<file path="src/rtl/core/rspa_pkg.sv">
// Shared constants and types for the reference-counted slot pool allocator.
`timescale 1ns / 1ps
package rspa_pkg;

  localparam int SLOTS        = 256;
  localparam int SLOT_W       = 8;
  localparam int HEADER_BYTES = 16;
  localparam int ADDR_W       = 21;
  localparam int CNT_W        = 9;
  localparam int PAY_W        = 13;
  localparam int RC_W         = 16;
  localparam int DIV_STEP_W   = 3;
  localparam logic [RC_W-1:0]  COUNT_MAX     = 16'hFFFF;
  localparam logic [PAY_W-1:0] PAYLOAD_RESET = 13'd64;
  localparam logic [PAY_W-1:0] PAYLOAD_MAX   = 13'd4096;

  typedef enum logic [1:0] {
    CMD_NEW     = 2'd0,
    CMD_SHARE   = 2'd1,
    CMD_RELEASE = 2'd2,
    CMD_CLEAR   = 2'd3
  } command_t;

  typedef enum logic [1:0] {
    ST_OK      = 2'd0,
    ST_INVALID = 2'd1,
    ST_EMPTY   = 2'd2,
    ST_REFUSED = 2'd3
  } status_t;

  // controller to datapath
  typedef struct packed {
    logic ld_in;
    logic div_start;
    logic div_src;
    logic rd_q;
    logic save_src;
    logic rd_src;
    logic drop;
    logic rel_bad;
    logic share_op;
    logic pop_rd;
    logic pop_empty;
    logic new_op;
    logic addr_calc;
    logic clear;
    logic finish;
  } dp_cmd_t;

  // datapath to controller
  typedef struct packed {
    command_t cmd;
    logic     held_valid;
    logic     div_busy;
    logic     hnd_ok;
    logic     stack_empty;
    logic     out_free;
  } dp_stat_t;

endpackage

</file>
<file path="src/rtl/core/rspa_ctrl.sv">
// Controller state machine sequencing each command over the datapath.
`timescale 1ns / 1ps
module rspa_ctrl (
  input  logic               clk,
  input  logic               rst,
  input  logic               in_valid,
  output logic               in_stall,
  input  rspa_pkg::dp_stat_t dstat,
  output rspa_pkg::dp_cmd_t  dcmd
);
  import rspa_pkg::*;

  typedef enum logic [13:0] {
    S_IDLE     = 14'b00000000000001,
    S_START    = 14'b00000000000010,
    S_DIV_SRC  = 14'b00000000000100,
    S_CHK_SRC  = 14'b00000000001000,
    S_DIV_HELD = 14'b00000000010000,
    S_DROP     = 14'b00000000100000,
    S_SHARE_RD = 14'b00000001000000,
    S_SHARE    = 14'b00000010000000,
    S_POP_RD   = 14'b00000100000000,
    S_NEW      = 14'b00001000000000,
    S_ADDR     = 14'b00010000000000,
    S_CLEAR    = 14'b00100000000000,
    S_DONE     = 14'b01000000000000,
    S_SPARE    = 14'b10000000000000
  } state_t;

  state_t state, state_next;

  always_ff @(posedge clk) begin
    if (rst) state <= S_IDLE;
    else state <= state_next;
  end

  assign in_stall = state != S_IDLE;

  // next state and commands
  always_comb begin
    state_next = state;
    dcmd       = '0;
    unique case (state)
      S_IDLE: begin
        if (in_valid) begin
          dcmd.ld_in = 1'b1;
          state_next = S_START;
        end
      end
      S_START: begin
        if (dstat.cmd == CMD_CLEAR) begin
          state_next = S_CLEAR;
        end else if (dstat.cmd == CMD_SHARE) begin
          dcmd.div_start = 1'b1;
          dcmd.div_src   = 1'b1;
          state_next     = S_DIV_SRC;
        end else if (dstat.held_valid) begin
          dcmd.div_start = 1'b1;
          state_next     = S_DIV_HELD;
        end else if (dstat.cmd == CMD_NEW) begin
          state_next = S_POP_RD;
        end else begin
          state_next = S_DONE;
        end
      end
      S_DIV_SRC: begin
        if (!dstat.div_busy) begin
          dcmd.rd_q     = 1'b1;
          dcmd.save_src = 1'b1;
          state_next    = S_CHK_SRC;
        end
      end
      S_CHK_SRC: begin
        if (!dstat.hnd_ok) begin
          dcmd.rel_bad = 1'b1;
          state_next   = S_DONE;
        end else if (dstat.held_valid) begin
          dcmd.div_start = 1'b1;
          state_next     = S_DIV_HELD;
        end else begin
          state_next = S_SHARE_RD;
        end
      end
      S_DIV_HELD: begin
        if (!dstat.div_busy) begin
          dcmd.rd_q  = 1'b1;
          state_next = S_DROP;
        end
      end
      S_DROP: begin
        if (dstat.hnd_ok) dcmd.drop = 1'b1;
        else if (dstat.cmd == CMD_RELEASE) dcmd.rel_bad = 1'b1;
        if (dstat.cmd == CMD_NEW) state_next = S_POP_RD;
        else if (dstat.cmd == CMD_SHARE) state_next = S_SHARE_RD;
        else state_next = S_DONE;
      end
      S_SHARE_RD: begin
        dcmd.rd_src = 1'b1;
        state_next  = S_SHARE;
      end
      S_SHARE: begin
        dcmd.share_op = 1'b1;
        state_next    = S_DONE;
      end
      S_POP_RD: begin
        if (dstat.stack_empty) begin
          dcmd.pop_empty = 1'b1;
          state_next     = S_DONE;
        end else begin
          dcmd.pop_rd = 1'b1;
          state_next  = S_NEW;
        end
      end
      S_NEW: begin
        dcmd.new_op = 1'b1;
        state_next  = S_ADDR;
      end
      S_ADDR: begin
        dcmd.addr_calc = 1'b1;
        state_next     = S_DONE;
      end
      S_CLEAR: begin
        dcmd.clear = 1'b1;
        state_next = S_DONE;
      end
      S_DONE: begin
        if (dstat.out_free) begin
          dcmd.finish = 1'b1;
          state_next  = S_IDLE;
        end
      end
      default: state_next = S_IDLE;
    endcase
  end

`ifndef SYNTHESIS
  a_accept_idle: assert property (@(posedge clk) disable iff (rst)
    dcmd.ld_in |=> state == S_START)
    else $error("transfer accepted outside idle");
  a_finish_free: assert property (@(posedge clk) disable iff (rst)
    dcmd.finish |-> dstat.out_free)
    else $error("result written over an untaken result");
  a_div_waits: assert property (@(posedge clk) disable iff (rst)
    (state == S_DIV_HELD && dstat.div_busy) |=> (state == S_DIV_HELD))
    else $error("held handle checked before divide finished");
`endif

endmodule

</file>
<file path="config.mk">
export PLATFORM = sky130hd
export DESIGN_NAME = rspa_ctrl
export DESIGN_NICKNAME = d
export VERILOG_FILES = /design/src/rtl/core/rspa_pkg.sv /design/src/rtl/core/rspa_ctrl.sv
export SDC_FILE = /design/constraint.sdc
export NUM_CORES = 1
export LEC_CHECK = 0
export ABC_AREA = 1
export ABC_CLOCK_PERIOD_IN_PS = 1800
export BUFFER_PORTS_ARGS = -buffer_cell sky130_fd_sc_hd__buf_4
export CORE_AREA = 2 2 47 49
export DETAILED_ROUTE_END_ITERATION = 8
export DIE_AREA = 0 0 49 51
export PLACE_DENSITY = 0.73
export SETUP_SLACK_MARGIN = 0.5
export SLEW_MARGIN = 20
export SYNTH_ARGS = -nofsm -noshare
export SYNTH_HDL_FRONTEND = slang
export SYNTH_SLANG_ARGS = --single-unit
export TNS_END_PERCENT = 20
</file>
<file path="constraint.sdc">
create_clock -name clk -period 1.8 [get_ports clk]
set_input_delay 0.36 -clock clk [delete_from_list [all_inputs] [get_ports clk]]
set_output_delay 0.36 -clock clk [all_outputs]
set_load 0.01 [all_outputs]
</file>
==> impl_metrics.json <==
{
  "drtAntennaViolNets": 0,
  "area_delta_synth_final_pct": 47.7,
  "drt-wirelength-per-cell_um": 12.3,
  "clkLatencyLatePin_ns": 0.30,
  "path_buf_inv": 3,
  "cts_made_buffers": 3,
  "slew_headroom_pct": 85.2,
  "power_density_nw_per_um2": 806,
  "syn-cell-area_um2": 931,
  "cts_buffer_depth": 2,
  "worstSetupEndpointType": "output port",
  "violations": "negative setup slack",
  "drv_cap": 0,
  "dpl.hpwl_um": 1890,
  "synth_top_area_share_pct": 28.0,
  "path_max_fanout": 6,
  "fp.dieH_um": 51,
  "first_global_vias": 984,
  "diodes": 0,
  "grt_remaining_overflow": 0,
  "cp.required_ns": 1.44,
  "hold_buffers": 0,
  "met1_usage_pct": 20.5,
  "synth_cell_type_count": 22,
  "use_met3_pct": 2.34,
  "grt_pass1_wl_um": 3930,
  "largest_register": "state",
  "power_leakage_nw": 0.774,
  "hold_path_class": "input port to flop",
  "drc_errors": 0,
  "final.setup_skew_ns": 0.0106,
  "die_w_um": 49,
  "grt_antenna_before_repair": 0,
  "fmax_mhz": 508,
  "clk_root_buffer_cell": "clkbuf_4",
  "drive_above_1_share_pct": 41.8,
  "yosys-top-cells-area": "dfxtp_1, nand2_1, nor2_1",
  "grt_util_met2_pct": 42.5,
  "outcome": "finished, violations left",
  "synthArstFlopShare_pct": 0,
  "top_regs": "state x13",
  "htreeDepth": 1,
  "final_common_cell": "buf_4",
  "slew_viol_final": 0,
  "stdcell_area_um2": 1380,
  "grt_busiest_layer": "met2",
  "drtIter0Drc": 20,
  "synth_ff_type": "dfxtp_1",
  "ys_seq_area_share_pct": 28.0,
  "largest_register_ff_count": 13,
  "setup_slack_ns": -0.167,
  "min_period_over_period_pct": 109,
  "coreArea_um2": 2060,
  "grt_max_degree": 9,
  "grt_usage_pct": 21.2,
  "path_delay_family": "simple AND/OR/NAND/NOR gates",
  "dpl_worst_slack_ns": -0.0200,
  "viasPerCell": 5.02,
  "vias": 1115,
  "drt_pass1_iterations": 5,
  "cts_tree": "yes",
  "num_rows": 17,
  "worstPathArrival_ns": 1.61,
  "ys.warnings.count": 0,
  "initial_utilization_pct": 45.1,
  "critPathLaunchType": "flop",
  "ios": 26,
  "syn_inst": 158,
  "setup_viol": 9,
  "path_cells": "nor2_4 > nand2_2 > nor2_4 > buf_4 > buf_6 > nand3_4 > a21oi_2 > buf_4",
  "fin_nets": 205,
  "critPathSlowestCell": "dfxtp_2",
  "syn_nets": 168,
  "place_area_um2": 1170,
  "final_cell_mix": "buf_4, nand2_1, nor2_1",
  "synth_edf_count": 0,
  "gp_congestion": 0.896,
  "cpPeakStageDelay_ns": 0.35,
  "avgSynthCellArea_um2": 5.89,
  "fin_crit_ns": 1.97,
  "cts_sinks": 13,
  "clk_pin_slew_ns": 0.09,
  "finalHoldViolations": 0,
  "ys_ff_latch": 13,
  "tightest_slew_ns": 0.219,
  "rsz0062_at_grt": "yes",
  "routed_wl_um": 2720,
  "ir_drop_v": 0.000631,
  "io_buffers": 25,
  "criticalPathCategory": "flop to output port",
  "die_area_um2": 2500,
  "synth_top_cell_by_area": "dfxtp_1"
}
[synth_stat cells (2+ instances only)]
| cell type | n |
|---|---|
| nor2_4 | 2 |
| nand2_2 | 4 |
| dfxtp_1 | 13 |
| nand2_1 | 38 |
| a21oi_2 | 2 |
| nor2_2 | 4 |
| nand3_1 | 14 |
| nor2_1 | 34 |
| nor3_1 | 4 |
| nand3_2 | 2 |
| nand4_1 | 2 |
| inv_1 | 29 |
[final timing paths]
kind                                            start               endpoint  slack (ns)  cells after the start
worst max-delay path            state[8]$_SDFFE_PP0P_               dcmd[11]       -0.17                      8
worst min-delay path                         dstat[1]  state[9]$_SDFFE_PP0P_        0.22                      2
worst max register to register  state[8]$_SDFFE_PP0P_  state[4]$_SDFFE_PP0P_        0.18                     11
worst min register to register  state[4]$_SDFFE_PP0P_  state[4]$_SDFFE_PP0P_        0.55                      2
[what timing repair did]
| item | in CTS | in global routing |
|---|---|---|
| endpoints found under the setup margin | 27 | 26 |
| pin swaps | 7 | 12 |
| buffers inserted | 4 | 4 |
| gates resized for setup | 20 | 15 |
[metal layers]
metal | up-vias | share of wire, %
met2 | 41 | 51
met4 | 0 | 4.6
li1 | 551 | -
met1 | 508 | 39
met5 | - | 0
met3 | 15 | 4.8
[cell families after synthesis]
logic type	after synthesis	synth area share [%]
buf+inv	32	13.7
flops	13	28.0
simple gates	107	53.6
compound gates	6	4.70
[worst register-to-register path, delay by kind of cell (launching register included)]
kind                   cells  cell delay (ns)
buffers and inverters      2             0.26
AND/OR/NAND/NOR            8             0.79
flip-flops                 1             0.35
AO/OA/AOI/OAI              1             0.15
[power breakdown]
group          internal (W)  switching (W)  leakage (nW)
registers          0.000318      0.0000293         0.109
clock network     0.0000865       0.000115        0.0150
logic              0.000207       0.000354         0.650
[cell type report]
class	count	area (µm²)
inverters	30	113
fillers	183	688
clock buffers	4	26.3
well taps	28	35.0
flip-flops and latches	13	272
multi-input cells	113	663
repair buffers	34	267
[stage by stage]
stage	util [%]	std cells	total power [W]	hold WS [ns]	TNS, ns
floorplan	-	158	0.000670	0.439	0
global placement	56.7	210	0.000804	0.542	0
detailed placement	56.7	210	0.000815	0.548	-0.0338
CTS	62.7	218	0.00105	0.228	-0.843
global route	66.6	222	0.00116	0.248	-1.55
finish	66.6	222	0.00111	0.220	-0.660
(Power assumes the default switching activity.)
